--- src/rtl/core/leading_byte_truncation_encoder_defines.svh ---
// assertion macros for the leading byte truncation encoder
// no dependencies; taken in by `include where assertions are written
`ifndef LEADING_BYTE_TRUNCATION_ENCODER_DEFINES_SVH
`define LEADING_BYTE_TRUNCATION_ENCODER_DEFINES_SVH

// same-cycle implication, checked outside reset
`define LBTE_ASSERT_NOW(label, clk, rstn, ante, cons, msg) \
    label: assert property (@(posedge clk) disable iff (!rstn) (ante) |-> (cons)) \
        else $error(msg);

// next-cycle implication, checked outside reset
`define LBTE_ASSERT_NEXT(label, clk, rstn, ante, cons, msg) \
    label: assert property (@(posedge clk) disable iff (!rstn) (ante) |=> (cons)) \
        else $error(msg);

`endif

--- src/rtl/core/lbte_pkg.sv ---
// shared types and constants of the leading byte truncation encoder
// no dependencies; used by lbte_encode and the top level
package lbte_pkg;

    localparam int CHUNK       = 32;
    localparam int POS_W       = $clog2(CHUNK);
    localparam int MAX_RESULTS = 5;
    localparam int RES_CNT_W   = 3;

    // position of the final sample of a chunk
    localparam logic [POS_W-1:0] POS_LAST = POS_W'(CHUNK - 1);

    typedef enum logic [1:0] {
        KIND_DATA    = 2'd0,
        KIND_COUNT   = 2'd1,
        KIND_RESIDUE = 2'd2
    } kind_t;

    typedef struct packed {
        kind_t      kind;
        logic [7:0] data;
    } result_t;

    typedef result_t [MAX_RESULTS-1:0] result_list_t;

    typedef struct packed {
        logic [23:0]      prev_top;
        logic [POS_W-1:0] pos;
        logic [5:0]       count_acc;
        logic [6:0]       res_acc;
        logic [2:0]       res_fill;
    } state_t;

endpackage

--- src/rtl/core/lbte_encode.sv ---
// single-pass encoder: turns one sample and the running state into its result list
// depends on lbte_pkg
module lbte_encode (
    input  logic [63:0]                       value_bits,
    input  logic signed [5:0]                 error_exponent,
    input  lbte_pkg::state_t                  state,
    output lbte_pkg::state_t                  state_next,
    output lbte_pkg::result_list_t            results,
    output logic [lbte_pkg::RES_CNT_W-1:0]    result_count
);

    logic signed [6:0] req_full;
    logic [4:0]        req;
    logic [1:0]        kb;
    logic [2:0]        rb;
    logic [23:0]       top;
    logic [2:0]        eq;
    logic [1:0]        same;
    logic [1:0]        cnt;

    logic [7:0]        res_src;
    logic [6:0]        res_bits;
    logic [13:0]       res_acc_wide;
    logic [3:0]        res_fill_sum;
    logic              res_emit;
    logic [7:0]        res_byte;
    logic [2:0]        res_fill_left;

    logic [1:0]        group;
    logic              chunk_end;
    logic [7:0]        cnt_acc;
    logic              cnt_emit;
    logic [7:0]        cnt_byte;
    logic [2:0]        cnt_shift;

    assign top = value_bits[63:40];
    assign eq  = {state.prev_top[7:0]   == top[7:0],
                  state.prev_top[15:8]  == top[15:8],
                  state.prev_top[23:16] == top[23:16]};

    always_comb begin
        req_full = 7'sd12 - $signed({error_exponent[5], error_exponent});
        if (req_full < 7'sd0) begin
            req = 5'd0;
        end else if (req_full > 7'sd31) begin
            req = 5'd31;
        end else begin
            req = req_full[4:0];
        end
        kb = req[4:3];
        rb = req[2:0];

        // leading kept bytes equal to the previous sample, none at chunk start
        same = 2'd0;
        if (state.pos != '0) begin
            if (kb >= 2'd1 && eq[0]) begin
                same = 2'd1;
                if (kb >= 2'd2 && eq[1]) begin
                    same = 2'd2;
                    if (kb == 2'd3 && eq[2]) begin
                        same = 2'd3;
                    end
                end
            end
        end
        cnt = kb - same;

        // residue bits come from the byte just below the kept bytes
        unique case (kb)
            2'd0:    res_src = top[23:16];
            2'd1:    res_src = top[15:8];
            2'd2:    res_src = top[7:0];
            default: res_src = value_bits[39:32];
        endcase
        res_bits      = 7'(res_src >> (4'd8 - {1'b0, rb}));
        res_acc_wide  = (14'(state.res_acc) << rb) | 14'(res_bits);
        res_fill_sum  = {1'b0, state.res_fill} + {1'b0, rb};
        res_emit      = (rb != 3'd0) && res_fill_sum[3];
        res_byte      = 8'(res_acc_wide >> (res_fill_sum - 4'd8));
        res_fill_left = res_fill_sum[2:0];

        group     = state.pos[1:0];
        chunk_end = state.pos == lbte_pkg::POS_LAST;
        cnt_acc   = {state.count_acc, cnt};
        cnt_emit  = (group == 2'd3) || chunk_end;
        cnt_shift = {2'd3 - group, 1'b0};
        cnt_byte  = cnt_acc << cnt_shift;

        state_next          = state;
        state_next.prev_top = top;
        state_next.pos      = chunk_end ? '0 : state.pos + 1'b1;
        state_next.count_acc = cnt_emit ? 6'd0 : cnt_acc[5:0];
        if (rb != 3'd0) begin
            state_next.res_fill = res_fill_left;
            if (res_emit) begin
                state_next.res_acc = res_acc_wide[6:0] & ((7'd1 << res_fill_left) - 7'd1);
            end else begin
                state_next.res_acc = res_acc_wide[6:0];
            end
        end

        result_count = {1'b0, cnt} + {2'b0, res_emit} + {2'b0, cnt_emit};
    end

    // order: differing kept bytes, then residue byte, then count byte
    always_comb begin : build_list
        logic [1:0] idx;
        for (int k = 0; k < lbte_pkg::MAX_RESULTS; k++) begin
            idx = same + 2'(k);
            if (3'(k) < {1'b0, cnt}) begin
                results[k].kind = lbte_pkg::KIND_DATA;
                unique case (idx)
                    2'd0:    results[k].data = top[23:16];
                    2'd1:    results[k].data = top[15:8];
                    default: results[k].data = top[7:0];
                endcase
            end else if ((3'(k) == {1'b0, cnt}) && res_emit) begin
                results[k].kind = lbte_pkg::KIND_RESIDUE;
                results[k].data = res_byte;
            end else begin
                results[k].kind = lbte_pkg::KIND_COUNT;
                results[k].data = cnt_byte;
            end
        end
    end

endmodule

--- src/rtl/core/leading_byte_truncation_encoder.sv ---
// Leading byte truncation encoder. Each accepted 64-bit sample passes through an
// input register, is encoded combinationally into a list of zero to five result
// bytes held in a result buffer, and the buffer drains one byte per cycle on the
// m_ channel while m_ready is high. A sample with at most one result sustains
// one sample per cycle while m_ready is high; otherwise the next sample waits
// until all its results (up to five) are sent, since that channel moves one
// byte per transfer. A sample that causes no result produces no transfer at all.
// error_exponent resets to -17 and is written through cfg_wr_en/cfg_wr_data;
// the user must write it only while the block is idle; this is not enforced.
// depends on lbte_pkg, lbte_encode and leading_byte_truncation_encoder_defines.svh
`include "leading_byte_truncation_encoder_defines.svh"

module leading_byte_truncation_encoder (
    input  logic              aclk,
    input  logic              aresetn,
    input  logic              cfg_wr_en,
    input  logic signed [5:0] cfg_wr_data,
    input  logic              s_valid,
    output logic              s_ready,
    input  logic [63:0]       s_value_bits,
    output logic              m_valid,
    input  logic              m_ready,
    output logic [1:0]        m_kind,
    output logic [7:0]        m_data_byte,
    output logic              m_last
);

    logic signed [5:0]                     error_exponent_reg;
    logic                                  in_valid_reg;
    logic [63:0]                           in_value_reg;
    lbte_pkg::state_t                      state_reg;
    lbte_pkg::state_t                      state_next;
    lbte_pkg::result_list_t                res_list_reg;
    lbte_pkg::result_list_t                res_list_next;
    logic [lbte_pkg::RES_CNT_W-1:0]        res_n_reg;
    logic [lbte_pkg::RES_CNT_W-1:0]        res_n_next;
    logic [lbte_pkg::RES_CNT_W-1:0]        rd_reg;

    logic out_done;
    logic buf_free;
    logic advance;

    lbte_encode u_encode (
        .value_bits     (in_value_reg),
        .error_exponent (error_exponent_reg),
        .state          (state_reg),
        .state_next     (state_next),
        .results        (res_list_next),
        .result_count   (res_n_next)
    );

    assign m_valid     = rd_reg != res_n_reg;
    assign m_last      = (rd_reg + 1'b1) == res_n_reg;
    assign m_kind      = res_list_reg[rd_reg].kind;
    assign m_data_byte = res_list_reg[rd_reg].data;

    // buffer frees up in the cycle its final transfer completes
    assign out_done = m_valid && m_ready && m_last;
    assign buf_free = !m_valid || out_done;
    assign advance  = in_valid_reg && buf_free;
    assign s_ready  = !in_valid_reg || advance;

    always_ff @(posedge aclk) begin
        if (!aresetn) begin
            error_exponent_reg <= -6'sd17;
        end else if (cfg_wr_en) begin
            error_exponent_reg <= cfg_wr_data;
        end
    end

    always_ff @(posedge aclk) begin
        if (!aresetn) begin
            in_valid_reg <= 1'b0;
        end else if (s_ready) begin
            in_valid_reg <= s_valid;
        end
    end

    always_ff @(posedge aclk) begin
        if (s_valid && s_ready) begin
            in_value_reg <= s_value_bits;
        end
    end

    always_ff @(posedge aclk) begin
        if (!aresetn) begin
            state_reg <= '0;
            res_n_reg <= '0;
            rd_reg    <= '0;
        end else if (advance) begin
            state_reg <= state_next;
            res_n_reg <= res_n_next;
            rd_reg    <= '0;
        end else if (out_done) begin
            res_n_reg <= '0;
            rd_reg    <= '0;
        end else if (m_valid && m_ready) begin
            rd_reg <= rd_reg + 1'b1;
        end
    end

    always_ff @(posedge aclk) begin
        if (advance) begin
            res_list_reg <= res_list_next;
        end
    end

    `LBTE_ASSERT_NOW(a_rd_in_range, aclk, aresetn, 1'b1, rd_reg <= res_n_reg, "read index beyond result count")
    `LBTE_ASSERT_NOW(a_n_bounded, aclk, aresetn, 1'b1, res_n_reg <= 3'd5, "result count above five")
    `LBTE_ASSERT_NOW(a_pos_bounded, aclk, aresetn, 1'b1, state_reg.pos <= (lbte_pkg::POS_W)'(lbte_pkg::CHUNK - 1), "chunk position out of range")
    `LBTE_ASSERT_NEXT(a_load_restarts, aclk, aresetn, advance, rd_reg == 3'd0, "buffer load did not restart read index")
    `LBTE_ASSERT_NEXT(a_drain_empties, aclk, aresetn, out_done && !advance, !m_valid, "buffer not empty after final transfer")
    `LBTE_ASSERT_NEXT(a_accept_holds, aclk, aresetn, s_valid && s_ready, in_valid_reg, "accepted sample not registered")

endmodule

--- config.mk ---
export PLATFORM = sky130hd
export DESIGN_NAME = leading_byte_truncation_encoder
export DESIGN_NICKNAME = d
export VERILOG_FILES = /design/src/rtl/core/lbte_pkg.sv /design/src/rtl/core/lbte_encode.sv /design/src/rtl/core/leading_byte_truncation_encoder.sv
export VERILOG_INCLUDE_DIRS = /design/src /design/src/rtl/core
export SDC_FILE = /design/constraint.sdc
export NUM_CORES = 1
export LEC_CHECK = 0
export BUFFER_PORTS_ARGS = -buffer_cell sky130_fd_sc_hd__buf_4
export CORE_MARGIN = 1
export CORE_UTILIZATION = 44
export CTS_CLUSTER_DIAMETER = 60
export DETAILED_ROUTE_END_ITERATION = 8
export PLACE_DENSITY = 0.75
export SLEW_MARGIN = 20
export SYNTH_ARGS = -nofsm -noshare
export SYNTH_HDL_FRONTEND = slang
export SYNTH_SLANG_ARGS = --single-unit
--- constraint.sdc ---
create_clock -name aclk -period 4.3 [get_ports aclk]
set_input_delay 0.645 -clock aclk [delete_from_list [all_inputs] [get_ports aclk]]
set_output_delay 0.645 -clock aclk [all_outputs]
set_load 0.01 [all_outputs]
; After elaboration in Yosys (flattened, before gate mapping)
; Cells that the tools add are included.
[word_totals]
ff_bits = 172
input_bits = 75
[op_classes]
shifts = 5
order_cmp = 9
reduce_logical = 27
n_eq_ne = 16
addsub = 13
bitwise = 3
mux = 25
[ops]
columns = cell, count
row1 = $mux W10, 5
row2 = $pmux W8 S2, 3
row3 = $bmux W10 S3, 1
row4 = $eq A8 B8 Y1, 3
row5 = $mux W8, 3
row6 = $pmux W8 S3, 1
row7 = $mux W5, 3
row8 = $or A14 B7 Y14, 1
row9 = $shl A7 B3 Y14, 1
row10 = $shr A14 B4 Y8, 1
row11 = $logic_and A1 B1 Y1, 12
row12 = $logic_not A2 Y1, 5
row13 = $mux W9, 1
row14 = $eq A2 B1 Y1 const B, 4
row15 = $shl A8 B3 Y8, 1
row16 = $shr A8 B4 Y7, 1
row17 = $and A7 B7 Y7, 1
row18 = $gt A7 B6 Y1 const B, 1
row19 = $lt A7 B1 Y1 const B, 1
row20 = $mux W7, 1
row21 = $shl A1 B3 Y7 const A, 1
row22 = $sub A5 B6 Y7 const A, 1
row23 = $sub A7 B1 Y7 const B, 1
row24 = $eq A2 B2 Y1 const B, 3
row25 = 34 further kinds, 42

; Longest topological paths before layout
; Gate-level depths: netlist of the first run.
[depth]
word_depth = 15
ltp_mapped = 21
mapped_depth_nobuf = 16

; By module
; From an unflattened synthesis of the first run, not the netlist that was laid out.
[unflattened]
cells_unflattened = 1094
area_unflattened_um2 = 10998.0
[modules_own_cells]
columns = mod, area_per_inst_um2, n_inst, cells_per_inst, seq_area_each_um2
row1 = leading_byte_truncation_encoder, 6288.5, 1, 416, 4584.4
row2 = lbte_encode, 4709.5, 1, 678, 0.0

; Least setup slack after synthesis of the first run
; Ideal clock, no wire load.
[synth_timing]
kind = register to register
from = register rd_reg[0] in the netlist's numbering
to = register res_list_reg[0] in the netlist's numbering, enable pin
period_less_slack_ns = 4.266
slack_ns = 0.034
stages_incl_launch_ff = 11
required_ns = 3.869
arrival_ns = 3.835
cell_sequence = dfxtp_1 > buf_1 > inv_1 > ha_1 > xor2_1 > nor3_1 > nand2_1 > nand2_1 > nand2_1 > clkinv_1 > buf_1
[synth_via]
elab_chain_cells = 5
elab_cells_between_ends = 8
classes_between = add/sub (1) / eq/ne (2) / reduce/logical (5)
[synth_rtl]
columns = element, line_no
row1 = start: declaration, leading_byte_truncation_encoder.sv:37  ; logic [lbte_pkg::RES_CNT_W-1:0] rd_reg;
row2 = start signal: assignment, leading_byte_truncation_encoder.sv:98  ; rd_reg <= rd_reg + 1'b1;
row3 = $add A3 B1 Y3, leading_byte_truncation_encoder.sv:53  ; assign m_last = (rd_reg + 1'b1) == res_n_reg;
row4 = $eq A3 B3 Y1, leading_byte_truncation_encoder.sv:53
row5 = named net m_last, leading_byte_truncation_encoder.sv:25  ; output logic m_last
row6 = $logic_and A1 B1 Y1, leading_byte_truncation_encoder.sv:58  ; assign out_done = m_valid && m_ready && m_last;
row7 = $logic_or A1 B1 Y1, leading_byte_truncation_encoder.sv:59  ; assign buf_free = !m_valid || out_done;
row8 = $logic_and A1 B1 Y1, leading_byte_truncation_encoder.sv:60  ; assign advance = in_valid_reg && buf_free;
row9 = named net advance, leading_byte_truncation_encoder.sv:41  ; logic advance;
row10 = end signal: assignment, leading_byte_truncation_encoder.sv:104  ; res_list_reg <= res_list_next;
row11 = end: declaration, leading_byte_truncation_encoder.sv:33  ; lbte_pkg::result_list_t res_list_reg;
; The timed path passes the listed nets, and every way through them passes these cells.
; A chain may end at the register's enable or synchronous reset.

==> run metrics, run 1 <==
Worst Skew 0.009098 ns; GRT Resource Usage Total 24.12%; fin util 51.76%; worst-margin pin slew 0.9608 ns; final hold violation count 0; reg2reg path depth 13; Routed WL 25530 µm; share of the synthesized area in the top cell type 26.33%; Syn Nets 1114; post-route setup slack 0.2105 ns; Max Fclk 0.2445 GHz; Worst R2R Setup Slack 0.21 ns; clk sinks 138; die height 146 µm; Max Cap Viol 0; hold path cells 1; Seq pwr share 31.6%; sequential share of the synthesized area 39.06%; hold_buf cts 0; layout cells sized above 1 17.38%; drt drc 0; CP endpoint kind flop; reg2reg start error_exponent_reg[1]; hold crit path type in -> reg; Cells after DPL 1312; top cells by count, synth nand2_1, edfxtp_1, nor2_1; Cell Int Power 3.494 mW; worst vdd ir 314.0 µV; relative slew slack 35.81%; YS warnings 0; core box area 0.02030 mm²; kind of critical path reg -> reg; distinct cell type count after synthesis 92; Mapped Cells 1019; Post-synth EDFFs 80; leakage power 3.799 nW; Slew Viols, Final 0; min cycle time layout 4.089 ns; Net Sw Frac 40.73%; clock power share 25.8%; DRT antenna net count 0; CTS tree yes; Mapped Area 0.009124 mm²; Hold Crit Endpoint in_value_reg[58]; Initial Utilization 44.95%; top_reg_cell synth edfxtp_1; Non-Filler Instances 1346; antenna violations before repair 0; vias per inst 6.134; reg2reg end res_list_reg[23]; Logic pwr share 42.6%; RSZ-0062 raised after global routing false; Detailed Place HPWL 18130 µm; pin count of the biggest net entering global routing 84; Layout Nets 1158; gpl congestion 0.9431; CTS clk-pin slew, worst paths 0.06 ns; max reg flops 48; setup TNS 0 ns; # H-tree levels 4; routed via count 8257; worst-path maximum fanout 9; worst slack at placement 0.2272 ns; DR WL/cell 18.97 µm; CTS Root Cell clkbuf_16; GR Overflow Total 0; synth top area cells edfxtp_1, dfxtp_1, nand2_1, a21oi_1, nor2_1; ys async rst share 0%; sw power 2.401 mW; Critical Path RT 4.44 ns; DR iter-0 viols 794; Ports 88; area leader, netlist edfxtp_1; port buffer count 55; run status complete, no violations; CTS buffer count 17; count leader, synth nand2_1; DR pass1 iterations 6; Max clock buf depth 2; full die area 0.02132 mm²; die width 146 µm; pwr dens 561.0 mW/mm²; Startpoint Class flop; Syn Area/Cell 8.954 µm²; vias in the first global route 7637; number of diodes 0; global-route wire length before repair 40700 µm; Yosys reg bits 138; Final setup viols 0; hold path start s_value_bits[58]; # rows 52; Tcrit/Tclk final 95.10%; clk_lat worst skew 0.43 ns; Layout area overhead 15.15%; tightest hold margin 0.3862 ns; Arr. time, crit path 4.23 ns
## metal layers
metal  wire [µm]  global-route usage [%]  share of wire [%]
met1       11290                   32.96                 44
met2       11640                   37.66                 46
met3        1698                   3.417                6.7
met4         900                   11.56                3.5
met5           0                       0                  0
## layout by cell type, fill, tap and decap left out, types with 13 or more instances in the layout
cell	instances
mux2i_1	25
nand2_1	133
nor2_1	76
nor2b_1	16
a22oi_1	16
edfxtp_1	80
nand3_1	35
nand4_1	15
xnor2_1	24
nor3_1	18
o21ai_0	34
buf_4	97
a211oi_1	16
dfxtp_1	57
a21oi_1	64
inv_1	35
clkbuf_16	17
xor2_1	13
o211ai_1	21
o22ai_1	18
a31oi_1	17
a21boi_0	36
ha_1	18
## worst max-delay path: stages, from the launching register on
cell and delay [ns]:
dfxtp_1 0.50, inv_1 0.11, ha_1 0.21, buf_4 0.17, nand3b_2 0.29, and3_1 0.32, nand3_1 0.12, nand4_1 0.22
a22oi_1 0.44, a21oi_1 0.21, a21oi_1 0.38, a21oi_1 0.18, a31oi_1 0.40, o221ai_1 0.25
## kinds of logic after synthesis
logic type / Yosys count / share of synthesized area (%)
buffers and inverters: 112 / 5.225
adders and majority gates: 20 / 2.907
muxes: 32 / 4.224
xor gates and xnor gates: 40 / 4.087
and+or+nand+nor: 337 / 17.29
AOI/OAI and AO/OA: 340 / 27.21
DFF: 138 / 39.06
## area by class of cell
class	instances	area [µm²]
Fill cell	1889	9793
Multi-Input combinational cell	769	5115
Sequential cell	138	3565
Timing Repair Buffer	97	728.2
Clock buffer	17	425.4
Tap cell	270	337.8
Clock inverter	15	185.2
Inverter	40	150.1
## per-stage QoR
step | instance area [µm²] | power (mW)
4_1_cts | 10470 | 5.830
3_5_place_dp | 9859 | 4.296
5_1_grt | 10510 | 6.194
2_1_floorplan | 9124 | 3.534
6_report | 10510 | 5.894
3_3_place_gp | 9859 | 4.254
## how the worst max path moves through the flow
stage	startpoint	endpoint	slack (ns)	depth (start not counted)
after CTS	error_exponent_reg[1]	res_list_reg[5]	0.20	15
after global routing	error_exponent_reg[1]	res_list_reg[23]	0.04	13
final	error_exponent_reg[1]	res_list_reg[23]	0.21	13
after global placement	error_exponent_reg[2]	res_list_reg[21]	0.35	15
after floorplan	rd_reg[0]	res_list_reg[0]	0.03	10
after detailed placement	error_exponent_reg[1]	res_list_reg[5]	0.23	15
## power by group through the flow
stage | registers (mW) | clock network, mW | logic (mW)
global placement | 1.87 | 0 | 2.38
floorplan | 1.83 | 0 | 1.71
detailed placement | 1.89 | 0 | 2.41
global route | 1.89 | 1.58 | 2.72
CTS | 1.86 | 1.53 | 2.44
finish | 1.86 | 1.52 | 2.51
## repair_timing
item,in CTS,in global routing
gates resized for setup,0,6
endpoints found under the setup margin,0,15
setup buffers,0,2
Power figures use the tool's default switching activity.
==> run 2: changes to the inputs <==
--- a/config.mk
+++ b/config.mk
@@ -11,6 +11,7 @@
 export CORE_UTILIZATION = 44
 export CTS_CLUSTER_DIAMETER = 60
 export DETAILED_ROUTE_END_ITERATION = 8
+export MAX_ROUTING_LAYER = met4
 export PLACE_DENSITY = 0.75
 export SLEW_MARGIN = 20
 export SYNTH_ARGS = -nofsm -noshare
==> run 2 against run 1 <==
  * Global-route usage grew 0.85 points
  * Via count decreased by 0.61%
  * Combinational power about the same
  * Sequential power barely moved
  * Power shrank 1.3%
  * Critical path type unchanged
  * Largest cell class unchanged
  * Non-clock buffer count fell by 1
  * Worst hold slack improved by 0.0049 ns
  * Register-to-register slack worse by 0.04 ns
  * Critical endpoint is now res_list_reg[21]
  * Clock-buffer cell count grew 5
  * Routed wire length increased by 1.2%
==> run metrics, run 2 (synthesis results as in run 1) <==
DR pass1 iterations 6 (unchanged); Net Sw Frac 40.47% (-0.25 points); full die area 0.02132 mm² (unchanged); setup TNS 0 ns (unchanged); number of diodes 0 (unchanged); Worst path max stage delay 0.53 ns (+0.03 ns); Max Fclk 0.2419 GHz (-1.1%); DR WL/cell 19.20 µm (+1.3%); pwr dens 555.5 mW/mm² (-0.99%); CP delay by family, top compound AO/OA/AOI/OAI gates; die width 146 µm (unchanged); kind of critical path reg -> reg; relative slew slack 35.19% (-0.62 points); RSZ-0062 raised after global routing false; CP endpoint kind flop; Arr. time, crit path 4.39 ns (+0.16 ns); global-route wire length before repair 40730 µm (about the same); GRT Resource Usage Total 24.97% (+0.85 points); worst vdd ir 305.2 µV (-2.8%); hold_buf cts 0 (unchanged); pin count of the biggest net entering global routing 84 (unchanged); vias in the first global route 7470 (-2.2%); commonest cells after routing, fill and taps aside nand2_1, buf_4, edfxtp_1, nor2_1, a21oi_1; crit path max-delay cell type a211oi_1; Slew Viols, Final 0 (unchanged); port buffer count 55 (unchanged); max reg flops 48 (unchanged); CP cell instances o211a_2 -> o21ai_2 -> a21oi_1 -> nor2_1 -> inv_1 -> ha_1 -> ha_1 -> nor2b_1 -> nand3_1 -> o211ai_1 -> nor2_1 -> a211oi_1 -> o21ai_2 -> a311oi_2; Seq pwr share 32.0% (+0.4 points); clk sinks 138 (unchanged); min cycle time layout 4.134 ns (+0.04418 ns); routed via count 8207 (-0.61%); drt drc 0 (unchanged); GR Overflow Total 0 (unchanged); most common cell after layout, fill and taps aside nand2_1; final hold violation count 0 (unchanged); gpl congestion 0.9511 (+0.85%); leakage power 3.777 nW (-0.59%); Logic pwr share 42.9% (+0.3 points); DR iter-0 viols 869 (+9.4%); # rows 52 (unchanged); run status complete, no violations; core box area 0.02030 mm² (unchanged); Layout area overhead 14.74%; layout cells sized above 1 17.02% (-0.36 points); die height 146 µm (unchanged); post-layout power 5.815 mW (-1.3%); Buf/Inv on CP 1 (-1); vias per inst 6.102 (-0.53%); Detailed Place HPWL 18200 µm (+0.39%); clock power share 25.0% (-0.8 points); Max Cap Viol 0 (unchanged); worst slack at placement 0.2056 ns (-0.02155 ns); Routed WL 25830 µm (+1.2%); CTS buffer count 17 (unchanged); Initial Utilization 44.95% (unchanged); Tcrit/Tclk final 96.13% (+1.0 points); CTS tree yes; Ports 88 (unchanged); Critical Path RT 4.56 ns (+0.12 ns); DRT antenna net count 0 (unchanged); antenna violations before repair 0 (unchanged); hold crit path type in -> reg; post-route setup slack 0.1663 ns (-0.04419 ns); Final setup viols 0 (unchanged); Startpoint Class flop; worst-path maximum fanout 9 (unchanged); CTS Root Cell clkbuf_16; Max clock buf depth 2 (unchanged); Layout Nets 1157 (-0.086%); Cell Int Power 3.461 mW (-0.92%); worst-margin pin slew 0.9700 ns (+0.009236 ns); sw power 2.354 mW (-2.0%); # H-tree levels 4 (unchanged); Worst Skew 0.01138 ns (+0.002286 ns); CTS clk-pin slew, worst paths 0.06 ns (about the same); clk_lat worst skew 0.43 ns (about the same)
run 2: power groups by stage:
stage	clock network [mW]	logic, mW	registers [mW]
6_report	1.46	2.50	1.86
5_1_grt	1.52	2.71	1.88
4_1_cts	1.47	2.45	1.86
3_5_place_dp	0	2.42	1.88
3_3_place_gp	0	2.39	1.87
2_1_floorplan	0	1.71	1.83
run 2: worst paths after layout:
path / from / to / slack [ns] / cells after the start
worst max register to register: error_exponent_reg[1] / res_list_reg[21] / 0.17 / 14
worst min-delay path: s_value_bits[60] / in_value_reg[60] / 0.39 / 1
worst max-delay path: error_exponent_reg[1] / res_list_reg[21] / 0.17 / 14
worst min register to register: state_reg[0] / state_reg[0] / 0.48 / 2
run 2: cell type report:
cell class | count | area [µm²]
clock buffers | 22 | 475.5
repair buffers | 96 | 720.7
fillers | 1879 | 9831
multi-input cells | 769 | 5114
clock inverters | 10 | 106.4
inverters | 40 | 150.1
flip-flops and latches | 138 | 3565
well taps | 270 | 337.8
run 2: worst reg2reg max path: stages, from the launching register on:
cell and delay, ns:
dfxtp_1 0.40, o211a_2 0.34, o21ai_2 0.22, a21oi_1 0.13
nor2_1 0.25, inv_1 0.10, ha_1 0.21, ha_1 0.37
nor2b_1 0.36, nand3_1 0.19, o211ai_1 0.27, nor2_1 0.16
a211oi_1 0.53, o21ai_2 0.17, a311oi_2 0.28
run 2: what timing repair did:
item | CTS | global route
buffers inserted | 0 | 0
gates resized for setup | 0 | 5
setup endpoints to repair | 0 | 13
run 2: per-layer routing:
layer  GRT usage (%)  routed length (µm)  part of all wire (%)
met1           33.23               11280                    44
met2           38.47               11920                    46
met3           3.323                1866                   7.2
met4           10.05                 758                   2.9
met5               -                   0                     0
run 2: through the flow:
step	cells	instance area [µm²]	hold WS, ns	util (%)
after floorplan	1019	9124	0.4478	-
after global placement	1313	9867	0.4592	48.61
after detailed placement	1313	9867	0.4694	48.61
after CTS	1345	10450	0.3835	51.47
after global routing	1345	10470	0.3826	51.57
final	1345	10470	0.3911	51.57
